### src/design/pdv_pkg.sv
// shared types, character constants and classification function for the percent decoder
`default_nettype none

package pdv_pkg;

  // queue depths
  localparam int PDV_QUEUE_DEPTH  = 4;
  localparam int PDV_RESULT_DEPTH = 2;

  // characters of interest
  localparam logic [7:0] CH_PERCENT = 8'h25;
  localparam logic [7:0] CH_DASH    = 8'h2D;
  localparam logic [7:0] CH_UNDER   = 8'h5F;
  localparam logic [7:0] CH_DOT     = 8'h2E;
  localparam logic [7:0] CH_TILDE   = 8'h7E;
  localparam logic [7:0] CH_0       = 8'h30;
  localparam logic [7:0] CH_9       = 8'h39;
  localparam logic [7:0] CH_UA      = 8'h41;
  localparam logic [7:0] CH_UF      = 8'h46;
  localparam logic [7:0] CH_UZ      = 8'h5A;
  localparam logic [7:0] CH_LA      = 8'h61;
  localparam logic [7:0] CH_LF      = 8'h66;
  localparam logic [7:0] CH_LZ      = 8'h7A;
  localparam logic [7:0] HEX_OFFSET = 8'd10;

  // input word
  typedef struct packed {
    logic [7:0] in_byte;
    logic       is_last;
  } pdv_in_t;

  // result word
  typedef struct packed {
    logic [7:0] out_byte;
    logic       byte_valid;
    logic       status;
    logic       end_of_string;
  } pdv_out_t;

  // classified character handed from front to back
  typedef struct packed {
    logic [7:0] raw;
    logic       is_pct;
    logic       is_unres;
    logic       hex_ok;
    logic [3:0] nibble;
    logic       last;
  } pdv_class_t;

  // sort one character into its classes and hex value
  function automatic pdv_class_t pdv_classify(input pdv_in_t w);
    pdv_class_t c;
    logic       dig;
    logic       up;
    logic       lo;
    logic [7:0] d;
    dig = (w.in_byte >= CH_0) && (w.in_byte <= CH_9);
    up  = (w.in_byte >= CH_UA) && (w.in_byte <= CH_UZ);
    lo  = (w.in_byte >= CH_LA) && (w.in_byte <= CH_LZ);
    c.raw      = w.in_byte;
    c.last     = w.is_last;
    c.is_pct   = (w.in_byte == CH_PERCENT);
    c.is_unres = dig || up || lo || (w.in_byte == CH_DASH) || (w.in_byte == CH_UNDER) ||
                 (w.in_byte == CH_DOT) || (w.in_byte == CH_TILDE);
    c.hex_ok   = 1'b1;
    if (dig) begin
      d = w.in_byte - CH_0;
    end else if ((w.in_byte >= CH_UA) && (w.in_byte <= CH_UF)) begin
      d = w.in_byte - CH_UA + HEX_OFFSET;
    end else if ((w.in_byte >= CH_LA) && (w.in_byte <= CH_LF)) begin
      d = w.in_byte - CH_LA + HEX_OFFSET;
    end else begin
      d = 8'd0;
      c.hex_ok = 1'b0;
    end
    c.nibble = d[3:0];
    return c;
  endfunction

endpackage

`default_nettype wire

### src/design/pdv_fifo.sv
// small register queue with simultaneous write and read
`default_nettype none

module pdv_fifo #(
  parameter int WIDTH = 8,
  parameter int DEPTH = 4
) (
  input  wire logic             clk,
  input  wire logic             rst,
  input  wire logic             wr,
  input  wire logic [WIDTH-1:0] wdata,
  input  wire logic             rd,
  output logic      [WIDTH-1:0] rdata,
  output logic                  full,
  output logic                  empty
);

  localparam int AW = (DEPTH > 1) ? $clog2(DEPTH) : 1;
  localparam int CW = $clog2(DEPTH + 1);

  logic [WIDTH-1:0] mem [DEPTH];
  logic [AW-1:0]    wr_ptr;
  logic [AW-1:0]    rd_ptr;
  logic [CW-1:0]    count;

  assign full  = (count == CW'(DEPTH));
  assign empty = (count == '0);
  assign rdata = mem[rd_ptr];

  // pointers and fill count
  always_ff @(posedge clk) begin
    if (rst) begin
      wr_ptr <= '0;
      rd_ptr <= '0;
      count  <= '0;
    end else begin
      if (wr) begin
        wr_ptr <= (wr_ptr == AW'(DEPTH - 1)) ? '0 : wr_ptr + 1'b1;
      end
      if (rd) begin
        rd_ptr <= (rd_ptr == AW'(DEPTH - 1)) ? '0 : rd_ptr + 1'b1;
      end
      if (wr && !rd) begin
        count <= count + 1'b1;
      end else if (rd && !wr) begin
        count <= count - 1'b1;
      end
    end
  end

  // storage
  always_ff @(posedge clk) begin
    if (wr) begin
      mem[wr_ptr] <= wdata;
    end
  end

`ifndef SYNTHESIS
  a_count_range: assert property (@(posedge clk) disable iff (rst) count <= CW'(DEPTH))
    else $error("queue count beyond depth");
  a_write_fills: assert property (@(posedge clk) disable iff (rst) wr && !rd |=> !empty)
    else $error("queue empty after a write");
`endif

endmodule

`default_nettype wire

### src/design/pdv_front.sv
// front end: accepts input words and classifies each character
`default_nettype none

module pdv_front
  import pdv_pkg::*;
(
  input  wire logic       push,
  input  wire pdv_in_t    item,
  input  wire logic       q_full,
  output logic            q_wr,
  output pdv_class_t      q_data
);

  // accept when the queue has room
  assign q_wr   = push && !q_full;
  assign q_data = pdv_classify(item);

endmodule

`default_nettype wire

### src/design/pdv_back.sv
// back end: escape state machine producing one result per character
`default_nettype none

module pdv_back
  import pdv_pkg::*;
(
  input  wire logic       clk,
  input  wire logic       rst,
  input  wire pdv_class_t q_data,
  input  wire logic       q_empty,
  output logic            q_rd,
  input  wire logic       o_full,
  output logic            o_wr,
  output pdv_out_t        o_data
);

  typedef enum logic [1:0] {
    PH_NORMAL = 2'd0,
    PH_HIGH   = 2'd1,
    PH_LOW    = 2'd2
  } phase_t;

  phase_t     phase;
  phase_t     phase_next;
  logic [3:0] high_nibble;
  logic [3:0] high_nibble_next;
  logic       error_seen;
  logic       error_seen_next;
  logic       step;

  assign step = !q_empty && !o_full;
  assign q_rd = step;
  assign o_wr = step;

  // decode step
  always_comb begin
    phase_next       = phase;
    high_nibble_next = high_nibble;
    error_seen_next  = error_seen;
    o_data.out_byte   = 8'd0;
    o_data.byte_valid = 1'b0;
    if (!error_seen) begin
      unique case (phase)
        PH_HIGH: begin
          if (!q_data.hex_ok || q_data.last) begin
            error_seen_next = 1'b1;
          end else begin
            high_nibble_next = q_data.nibble;
            phase_next       = PH_LOW;
          end
        end
        PH_LOW: begin
          if (!q_data.hex_ok) begin
            error_seen_next = 1'b1;
          end else begin
            o_data.out_byte   = {high_nibble, q_data.nibble};
            o_data.byte_valid = 1'b1;
            phase_next        = PH_NORMAL;
          end
        end
        default: begin
          if (q_data.is_pct) begin
            if (q_data.last) begin
              error_seen_next = 1'b1;
            end else begin
              phase_next = PH_HIGH;
            end
          end else if (q_data.is_unres) begin
            o_data.out_byte   = q_data.raw;
            o_data.byte_valid = 1'b1;
            phase_next        = PH_NORMAL;
          end else begin
            error_seen_next = 1'b1;
          end
        end
      endcase
    end
    o_data.status        = error_seen_next;
    o_data.end_of_string = q_data.last;
  end

  // state registers, cleared after each last character
  always_ff @(posedge clk) begin
    if (rst) begin
      phase       <= PH_NORMAL;
      high_nibble <= 4'd0;
      error_seen  <= 1'b0;
    end else if (step) begin
      if (q_data.last) begin
        phase       <= PH_NORMAL;
        high_nibble <= 4'd0;
        error_seen  <= 1'b0;
      end else begin
        phase       <= phase_next;
        high_nibble <= high_nibble_next;
        error_seen  <= error_seen_next;
      end
    end
  end

`ifndef SYNTHESIS
  a_valid_ok: assert property (@(posedge clk) disable iff (rst)
      o_wr && o_data.byte_valid |-> !o_data.status)
    else $error("decoded byte emitted with error status");
  a_last_clears: assert property (@(posedge clk) disable iff (rst)
      step && q_data.last |=> phase == PH_NORMAL && !error_seen)
    else $error("state not cleared after last character");
`endif

endmodule

`default_nettype wire

### src/design/percent_decoder_validator.sv
// top level of the streaming percent decoder and validator
//
// Usage: characters of an encoded string enter as words on the input queue
// port (push/full, accepted when push is high and full is low); item.is_last
// marks the last character of each string. Every character yields exactly one
// result word on the output queue port (empty/pop, taken when pop is high and
// empty is low): a decoded byte with byte_valid, the sticky error status of
// the string so far, and end_of_string on the last character's result.
// Each accepted character is registered in both queues before it is popped.
// Throughput: one character per cycle while the classification queue is
// not empty and the result queue is not full. A classification queue of
// QUEUE_DEPTH words lets the front keep accepting while the back waits on a
// full result queue of RESULT_DEPTH words; when the receiver stalls both
// fill and then full rises. Reset (rst, synchronous) empties both queues
// and returns the back end's escape state machine to normal with no error.
`default_nettype none

module percent_decoder_validator
  import pdv_pkg::*;
#(
  parameter int QUEUE_DEPTH  = PDV_QUEUE_DEPTH,
  parameter int RESULT_DEPTH = PDV_RESULT_DEPTH
) (
  input  wire logic     clk,
  input  wire logic     rst,
  input  wire logic     push,
  output logic          full,
  input  wire pdv_in_t  item,
  output logic          empty,
  input  wire logic     pop,
  output pdv_out_t      result
);

  logic       q_wr;
  logic       q_rd;
  logic       q_full;
  logic       q_empty;
  pdv_class_t q_wdata;
  pdv_class_t q_rdata;
  logic       o_wr;
  logic       o_full;
  pdv_out_t   o_wdata;

  assign full = q_full;

  // classify incoming characters
  pdv_front u_front (
    .push   (push),
    .item   (item),
    .q_full (q_full),
    .q_wr   (q_wr),
    .q_data (q_wdata)
  );

  // classified words between front and back
  pdv_fifo #(
    .WIDTH ($bits(pdv_class_t)),
    .DEPTH (QUEUE_DEPTH)
  ) u_class_q (
    .clk   (clk),
    .rst   (rst),
    .wr    (q_wr),
    .wdata (q_wdata),
    .rd    (q_rd),
    .rdata (q_rdata),
    .full  (q_full),
    .empty (q_empty)
  );

  // decode state machine
  pdv_back u_back (
    .clk     (clk),
    .rst     (rst),
    .q_data  (q_rdata),
    .q_empty (q_empty),
    .q_rd    (q_rd),
    .o_full  (o_full),
    .o_wr    (o_wr),
    .o_data  (o_wdata)
  );

  // result queue toward the receiver
  pdv_fifo #(
    .WIDTH ($bits(pdv_out_t)),
    .DEPTH (RESULT_DEPTH)
  ) u_result_q (
    .clk   (clk),
    .rst   (rst),
    .wr    (o_wr),
    .wdata (o_wdata),
    .rd    (pop && !empty),
    .rdata (result),
    .full  (o_full),
    .empty (empty)
  );

endmodule

`default_nettype wire
### config.mk
export PLATFORM = sky130hd
export DESIGN_NAME = percent_decoder_validator
export DESIGN_NICKNAME = d
export VERILOG_FILES = /design/src/design/pdv_pkg.sv /design/src/design/pdv_fifo.sv /design/src/design/pdv_front.sv /design/src/design/pdv_back.sv /design/src/design/percent_decoder_validator.sv
export SDC_FILE = /design/constraint.sdc
export NUM_CORES = 1
export LEC_CHECK = 0
export BUFFER_PORTS_ARGS = -buffer_cell sky130_fd_sc_hd__buf_2
export CORE_ASPECT_RATIO = 1.25
export CORE_UTILIZATION = 45
export DETAILED_ROUTE_END_ITERATION = 10
export GPL_TIMING_DRIVEN = 0
export PLACE_DENSITY_LB_ADDON = 0.1
export SLEW_MARGIN = 30
export SYNTH_ARGS = -nofsm -noshare
export SYNTH_HDL_FRONTEND = slang
export SYNTH_HIERARCHICAL = 1
export SYNTH_SLANG_ARGS = --single-unit
### constraint.sdc
create_clock -name clk -period 2.4 [get_ports clk]
set_input_delay 0.36 -clock clk [delete_from_list [all_inputs] [get_ports clk]]
set_output_delay 0.36 -clock clk [all_outputs]
set_load 0.03 [all_outputs]
==> results of run 1 <==
==> final timing paths <==
kind | from | endpoint | slack, ns | cells past startpoint
min reg2reg | u_back/high_nibble[2] | u_back/high_nibble[2] | 0.45 | 2
min | item[3] | u_class_q/mem[1][10] | 0.22 | 1
max reg2reg | u_class_q/count[0] | u_class_q/count[2] | 0.20 | 8
max | u_class_q/count[0] | u_class_q/count[2] | 0.20 | 8
==> sequential cells by signal, summed over array words and instances (netlist names), named ones only <==
name,cells
u_result_q/rd_ptr,1
u_class_q/mem,64
u_class_q/rd_ptr,2
u_class_q/count,3
u_result_q/count,2
u_back/high_nibble,4
u_back/phase,2
u_class_q/wr_ptr,2
u_result_q/mem,22
u_result_q/wr_ptr,1
u_back/error_seen,1
==> worst max-delay path, stage by stage, from the launching register on <==
cell and delay (ns):
sky130_fd_sc_hd__dfxtp_1 0.47, sky130_fd_sc_hd__nor3b_2 0.09, sky130_fd_sc_hd__nor2b_2 0.27, sky130_fd_sc_hd__ha_1 0.23
sky130_fd_sc_hd__inv_1 0.06, sky130_fd_sc_hd__fa_1 0.38, sky130_fd_sc_hd__xor2_1 0.16, sky130_fd_sc_hd__or3_1 0.30
sky130_fd_sc_hd__a21oi_1 0.14
==> stage by stage <==
stage / utilization, % / area (um^2)
floorplan: - / 4760
global route: 52.6 / 5370
detailed placement: 49.4 / 5040
CTS: 52.4 / 5350
finish: 52.6 / 5370
global placement: 49.4 / 5040
==> power groups by stage <==
stage                     clock network, uW  registers (uW)  logic (uW)
after detailed placement                  0            2620        2310
after global placement                    0            2600        2290
final                                  1470            2580        2320
after CTS                              1510            2580        2320
after global routing                   1580            2620        2550
after floorplan                           0            2580        1810
==> layer usage <==
| layer | vias up | wire (um) | track usage (%) |
|---|---|---|---|
| li1 | 1235 | - | - |
| met2 | 38 | 4150 | 27.5 |
| met5 | - | 0 | 0 |
| met1 | 1228 | 3510 | 19.2 |
| met4 | 0 | 95 | 5.95 |
| met3 | 9 | 234 | 4.07 |
==> cell families after synthesis <==
kind of cell             after synthesis  synth area share (%)
buffers and inverters                 31                  4.37
XOR/XNOR                               6                  1.10
AND/OR/NAND/NOR                       79                  9.10
adder cells (fa/ha/maj)               16                  4.37
flip-flops                           107                  63.1
multiplexers                          35                  12.4
AO/OA/AOI/OAI                         38                  5.58
==> cell type report <==
type,instances,area (um^2),area share [%]
Sequential cell,107,3000,55.9
Inverter,10,37.5,0.699
Clock buffer,9,225,4.19
Timing Repair Buffer,25,130,2.42
Tap cell,129,161,3.00
Buffer,21,170,3.17
Multi-Input combinational cell,174,1570,29.2
Clock inverter,7,77.6,1.44
==> what timing repair did <==
item | 4_1_cts | 5_1_grt
hold buffers | 0 | 0
gates cloned | 0 | 0
resized for setup | 1 | 2
buffers inserted | 0 | 2
setup endpoints to repair | 1 | 2
pin swaps | 0 | 2
==> layout by cell type (no fill, tap or decap), drive strengths merged, types with 2 or more instances in the layout <==
| master | synthesis | routed |
|---|---|---|
| nor3b | 4 | 4 |
| a211o | 2 | 2 |
| o21ai | 9 | 9 |
| nand3b | 2 | 2 |
| and3b | 2 | 2 |
| mux2i | 7 | 7 |
| xnor2 | 2 | 2 |
| clkinv | 0 | 4 |
| a31oi | 2 | 2 |
| nor3 | 4 | 4 |
| nand2 | 15 | 15 |
| ha | 15 | 15 |
| mux2 | 12 | 12 |
| xor2 | 4 | 4 |
| inv | 10 | 11 |
| nor2b | 5 | 5 |
| nand2b | 2 | 2 |
| a22oi | 8 | 8 |
| nor2 | 29 | 29 |
| dfxtp | 21 | 21 |
| a21oi | 13 | 13 |
| edfxtp | 86 | 86 |
| clkbuf | 1 | 10 |
| mux4 | 16 | 16 |
| or3 | 2 | 2 |
| and2 | 6 | 6 |
| buf | 20 | 45 |
| nand4b | 4 | 4 |
| nand3 | 2 | 2 |
==> out/qor.txt, run 1 <==
RUN STATUS
----------------------------------------------------------------------------------------
Status                                                                         completed

PLACED DESIGN
----------------------------------------------------------------------------------------
Setup slack at placement                                                      -0.0997 ns
HPWL Detailed                                                                    5450 um
Routability-driven placement congestion ratio                                      0.711
Placed instance count                                                                464
PortBufs                                                                              23

JOB
----------------------------------------------------------------------------------------
Max-cap viol count                                                                     0

GLOBAL ROUTING
----------------------------------------------------------------------------------------
Remaining global-route overflow                                                        0
Number of global-route vias before repair                                           2464
Pin count of the biggest net entering global routing                                  19
Overall Global Routing Usage                                                       15.9%
First-pass GRT wire length                                                      12600 um
Initial antenna violation count                                                        0

SYNTHESIS
----------------------------------------------------------------------------------------
Gate count of the mapped netlist                                                     312
Netlist Area Pre-Place                                                         4760 um^2
EDFF count, synth                                                                     86
Cell types occupying the most area after synthesis                          sky130_fd_sc_hd__edfxtp_1 54%, sky130_fd_sc_hd__dfxtp_1 8.8%, sky130_fd_sc_hd__mux4_2 4.7%
Most used flip-flop cell after synthesis                                    sky130_fd_sc_hd__edfxtp_1
Average instance area after synthesis                                          15.2 um^2
Cell accounting for the most synthesized area                               sky130_fd_sc_hd__edfxtp_1
Post-synth ARST share                                                                 0%
Share of synthesized area occupied by flip-flops and latches                       63.1%
Mapped Nets                                                                          341
Warnings from Yosys                                                                    6
#FFs+latches synth                                                                   107
Area share of the largest cell type after synthesis                                54.3%
Number of different library cells in the post-synthesis netlist                       47
Leading cell type by number of instances after synthesis                    sky130_fd_sc_hd__edfxtp_1
Most numerous cell types in the synthesized netlist                         86 x sky130_fd_sc_hd__edfxtp_1, 28 x sky130_fd_sc_hd__nor2_1, 21 x sky130_fd_sc_hd__dfxtp_1, 15 x sky130_fd_sc_hd__ha_1, 15 x sky130_fd_sc_hd__nand2_1

SETUP PATH
----------------------------------------------------------------------------------------
Max Fanout on Critical Path                                                            7
Crit path launch type                                                               flop
Crit. End Element                                                                   flop
CP Data Required Time                                                            2.67 ns
Path type of the worst setup path                                           flop to flop
Crit path arrival time                                                           2.47 ns

ROUTE
----------------------------------------------------------------------------------------
Total via count in the routed design                                                2510
Number of search-and-repair iterations in the first detailed-routing pass              4
Antenna-violating nets left                                                            0
DRC Markers                                                                            0
Iteration-0 DRC Markers                                                              119
Vias per Instance                                                                   5.21
Post-detailed-route wirelength per cell                                          16.6 um
Total length of routed wires                                                     7990 um

TIMING
----------------------------------------------------------------------------------------
Max-slew violation total from the final report                                         0
Headroom to the max-slew limit                                                     40.8%
Fraction of the cycle the final worst path needs                                   91.5%
Number of hold-slack violations in the final timing report                             0
Fmax                                                                             456 MHz
Worst setup skew after layout                                                 0.00586 ns
Hold Worst Slack                                                                0.222 ns
Min Tclk post-route                                                              2.20 ns
Finish-stage setup viols                                                               0
Transition time at the pin with the least slew margin                           0.887 ns
Worst Slack Setup Final                                                         0.205 ns
Sum Neg Setup Slack                                                                 0 ns
Setup repair after global routing missed its margin                                   no

DIE
----------------------------------------------------------------------------------------
Die W                                                                            94.0 um
Die area                                                                      11000 um^2
Row Count                                                                             41
Starting utilization of the core area                                              46.6%
# IOs                                                                                 26
Vertical extent of the die                                                        117 um
Core Footprint                                                                10200 um^2

PWR
----------------------------------------------------------------------------------------
Net load switching power                                                         2090 uW
Leakage dissipation                                                           0.00195 uW
Share of power burned in combinational logic                                       36.5%
Sequential cell fraction of total power                                            40.5%
Total power density per cell area                                           1190 nW/um^2
Post-route total power                                                           6380 uW
Cell internal power dissipation                                                  4280 uW
VDD IR max                                                                        446 uV
Clock group share of total power                                                   23.1%
Sw Share                                                                           32.8%

LAYOUT
----------------------------------------------------------------------------------------
Number of fill cells                                                                 879
Fin cells                                                                            482
Antenna diodes                                                                         0
Synth-to-layout area growth                                                        12.9%
Layout cell share with drive strength beyond 1                                     28.0%
Nets                                                                                 377

CLOCK TREE
----------------------------------------------------------------------------------------
Deepest clock path buffer count                                                        2
Clk sinks                                                                            107
Worst-skew pair later-pin latency                                                0.34 ns
Clock tree from TritonCTS                                                          built
Clock-pin slew of the registers on the worst-case setup and hold paths           0.07 ns
Root buffer cell                                                            sky130_fd_sc_hd__clkbuf_16
Number of levels in the clock H-tree                                                   3
Number of CTS-inserted buffers                                                         9

WORST HOLD PATH
----------------------------------------------------------------------------------------
Class of the most critical hold timing path                                 primary input to flop

Note: power is estimated with default switching activity, not from simulation.
==> inputs of run 2 (changes only) <==
--- a/config.mk
+++ b/config.mk
@@ -7,9 +7,10 @@
 export LEC_CHECK = 0
 export BUFFER_PORTS_ARGS = -buffer_cell sky130_fd_sc_hd__buf_2
 export CORE_ASPECT_RATIO = 1.25
-export CORE_UTILIZATION = 45
+export CORE_UTILIZATION = 50
 export DETAILED_ROUTE_END_ITERATION = 10
 export GPL_TIMING_DRIVEN = 0
+export HOLD_SLACK_MARGIN = 0.05
 export PLACE_DENSITY_LB_ADDON = 0.1
 export SLEW_MARGIN = 30
 export SYNTH_ARGS = -nofsm -noshare
==> run 2 against run 1 <==
Global-route usage increased by 1.9 points. Maximum frequency increased by 0.62%. Sequential share of layout area increased by 0.28 points. Worst setup slack improved by 0.014 ns. Largest cell class unchanged. Register-to-register slack about the same. Routed wire length decreased by 3.7%.
==> out/qor.txt, run 2 (synthesis gave the netlist of run 1 again) <==
RUN STATUS
----------------------------------------------------------------------------------------
Status                                                                         completed   unchanged

WORST HOLD PATH
----------------------------------------------------------------------------------------
Hold Path Cell Cnt                                                                     1   unchanged
Class of the most critical hold timing path                                 primary input to flop   unchanged
HP Start                                                                         item[0]   was item[3]
WHS Endpoint                                                                u_class_q/mem[3][0]   was u_class_q/mem[1][10]

TIMING
----------------------------------------------------------------------------------------
Headroom to the max-slew limit                                                     40.1%   was 40.8%
Fmax                                                                             458 MHz   was 456 MHz
Max-slew violation total from the final report                                         0   unchanged
Worst setup skew after layout                                                 0.00689 ns   was 0.00586 ns
Fraction of the cycle the final worst path needs                                   90.9%   was 91.5%
Min Tclk post-route                                                              2.18 ns   was 2.20 ns
Transition time at the pin with the least slew margin                           0.899 ns   was 0.887 ns
Finish-stage setup viols                                                               0   unchanged
Worst Slack Setup Final                                                         0.218 ns   was 0.205 ns
Number of hold-slack violations in the final timing report                             0   unchanged
Setup repair after global routing missed its margin                                   no   unchanged

LAYOUT
----------------------------------------------------------------------------------------
Nets                                                                                 377   unchanged
Flip-flop count of the largest register after layout                                  64   unchanged
Reg with most FFs                                                           u_class_q/mem   unchanged
Layout cell share with drive strength beyond 1                                     27.6%   was 28.0%
Fin cells                                                                            475   was 482
Final cell area excluding filler cells                                         5350 um^2   was 5370 um^2
Most frequent cells in the layout                                           86 x sky130_fd_sc_hd__edfxtp_1, 28 x sky130_fd_sc_hd__nor2_1, 26 x sky130_fd_sc_hd__buf_2   unchanged
Most common cell after layout, fill and taps aside                          sky130_fd_sc_hd__edfxtp_1   unchanged
Antenna diodes                                                                         0   unchanged
Number of fill cells                                                                 785   was 879
Synth-to-layout area growth                                                        12.4%   was 12.9%
Largest registers                                                           u_class_q/mem: 64 flops, u_result_q/mem: 22 flops, u_back/high_nibble: 4 flops   unchanged
Final Core Density                                                                 58.3%   was 52.6%

CLOCK TREE
----------------------------------------------------------------------------------------
Root buffer cell                                                            sky130_fd_sc_hd__clkbuf_16   unchanged
Clock-pin slew of the registers on the worst-case setup and hold paths           0.07 ns   about the same
Clock tree from TritonCTS                                                          built   unchanged
Number of CTS-inserted buffers                                                         9   unchanged
Deepest clock path buffer count                                                        2   unchanged
Number of levels in the clock H-tree                                                   3   unchanged
Clk sinks                                                                            107   unchanged
Worst-skew pair later-pin latency                                                0.34 ns   about the same

GLOBAL ROUTING
----------------------------------------------------------------------------------------
Pin count of the biggest net entering global routing                                  19   unchanged
First-pass GRT wire length                                                      12700 um   was 12600 um
Number of global-route vias before repair                                           2604   was 2464
Initial antenna violation count                                                        0   unchanged
Overall Global Routing Usage                                                       17.8%   was 15.9%
Remaining global-route overflow                                                        0   unchanged

JOB
----------------------------------------------------------------------------------------
Max-cap viol count                                                                     0   unchanged

PWR
----------------------------------------------------------------------------------------
VDD IR max                                                                        446 uV   about the same
Post-route total power                                                           6290 uW   was 6380 uW
Total power density per cell area                                           1180 nW/um^2   was 1190 nW/um^2
Leakage dissipation                                                           0.00194 uW   was 0.00195 uW

DIE
----------------------------------------------------------------------------------------
Row Count                                                                             39   was 41
Core Footprint                                                                 9170 um^2   was 10200 um^2
Die W                                                                            89.2 um   was 94.0 um
# IOs                                                                                 26   unchanged
Die area                                                                       9910 um^2   was 11000 um^2
Starting utilization of the core area                                              51.9%   was 46.6%
Vertical extent of the die                                                        111 um   was 117 um

ROUTE
----------------------------------------------------------------------------------------
Post-detailed-route wirelength per cell                                          16.2 um   was 16.6 um
DRC Markers                                                                            0   unchanged
Number of search-and-repair iterations in the first detailed-routing pass              4   unchanged
Total length of routed wires                                                     7690 um   was 7990 um
Iteration-0 DRC Markers                                                               63   was 119
Antenna-violating nets left                                                            0   unchanged
Total via count in the routed design                                                2555   was 2510
Vias per Instance                                                                   5.38   was 5.21

PLACED DESIGN
----------------------------------------------------------------------------------------
Placed instance count                                                                458   was 464
Routability-driven placement congestion ratio                                      0.749   was 0.711
HPWL Detailed                                                                    5260 um   was 5450 um
Setup slack at placement                                                      -0.0766 ns   was -0.0997 ns
Standard cell area after detailed placement                                    5030 um^2   was 5040 um^2
PortBufs                                                                              23   unchanged

SETUP PATH
----------------------------------------------------------------------------------------
CP peak stage delay                                                              0.46 ns   was 0.47 ns
Path length in cells of the critical path                                              8   unchanged
CP Data Required Time                                                            2.67 ns   about the same
Crit-path cells                                                             nor3b_2 -> nor2b_2 -> ha_1 -> inv_1 -> fa_1 -> xor2_1 -> or3_1 -> a21oi_1   unchanged
Reg-to-Reg End                                                              u_class_q/count[2]   unchanged
Crit path arrival time                                                           2.45 ns   was 2.47 ns
Cell family with most CP delay                                              simple AND/OR/NAND/NOR gates   unchanged
Cell with the largest stage delay on the worst path                         sky130_fd_sc_hd__dfxtp_1   unchanged
Path type of the worst setup path                                           flop to flop   unchanged
Launching point of the worst reg2reg path                                   u_class_q/count[1]   was u_class_q/count[0]
Depth of the worst register-to-register path                                           8   unchanged
Crit. End Element                                                                   flop   unchanged
Critical path buffer and inverter count                                                1   unchanged
Max Fanout on Critical Path                                                            7   unchanged
Setup slack on the worst flop-to-flop path                                       0.22 ns   was 0.20 ns
Crit path launch type                                                               flop   unchanged

==> run 2: worst max path at each step <==
stage / start / endpoint / slack (ns)
global route: u_class_q/count[1] / u_class_q/count[2] / 0.04
finish: u_class_q/count[1] / u_class_q/count[2] / 0.22
CTS: u_class_q/count[1] / u_class_q/count[2] / 0.06
detailed placement: u_class_q/count[0] / u_class_q/count[2] / -0.08
global placement: u_class_q/count[1] / u_class_q/count[2] / -0.04
floorplan: u_class_q/count[0] / u_class_q/count[2] / 0.15
==> run 2: per-layer routing <==
layer,vias to the layer above,share of wire [%],GRT usage (%)
li1,1234,-,-
met1,1266,43,21.1
met2,41,51,29.6
met3,14,3.2,4.62
met4,0,2.2,8.25
met5,-,0,0
==> run 2: layout make-up <==
type,count,area (um^2),area share (%)
plain buffers,21,170,3.18
clock buffers,10,229,4.28
clock inverters,5,55.1,1.03
inverters,10,37.5,0.702
multi-input cells,174,1570,29.3
flip-flops and latches,107,3000,56.2
well taps,123,154,2.88
repair buffers,25,130,2.43
==> run 2: worst register-to-register path: cells and delay by family (launching register included) <==
| kind | cells | cell delay [ns] |
|---|---|---|
| AOI/OAI and AO/OA | 1 | 0.14 |
| DFF | 1 | 0.46 |
| adders and majority gates | 2 | 0.61 |
| buffers and inverters | 1 | 0.06 |
| xor gates and xnor gates | 1 | 0.16 |
| and+or+nand+nor | 3 | 0.69 |
==> run 2: repair_timing <==
item / in CTS / in global routing
setup endpoints to repair: 1 / 1
hold buffers: 0 / 0
setup buffers: 0 / 2
endpoints found under the hold margin: 0 / 0
resized for setup: 1 / 3
pin swaps: 0 / 2
==> run 2: through the flow <==
stage	hold WS (ns)	setup TNS, ns
6_report	0.217	0
5_1_grt	0.205	0
4_1_cts	0.197	0
3_5_place_dp	0.453	-0.0766
3_3_place_gp	0.441	-0.0363
2_1_floorplan	0.425	0
==> run 2: power by group <==
part           switching (uW)  internal [uW]  total, uW  leakage [uW]
clock network             609            798       1410      0.000132
registers                 131           2450       2580      0.000981
logic                    1290           1020       2310      0.000828
total                    2030           4270       6290       0.00194
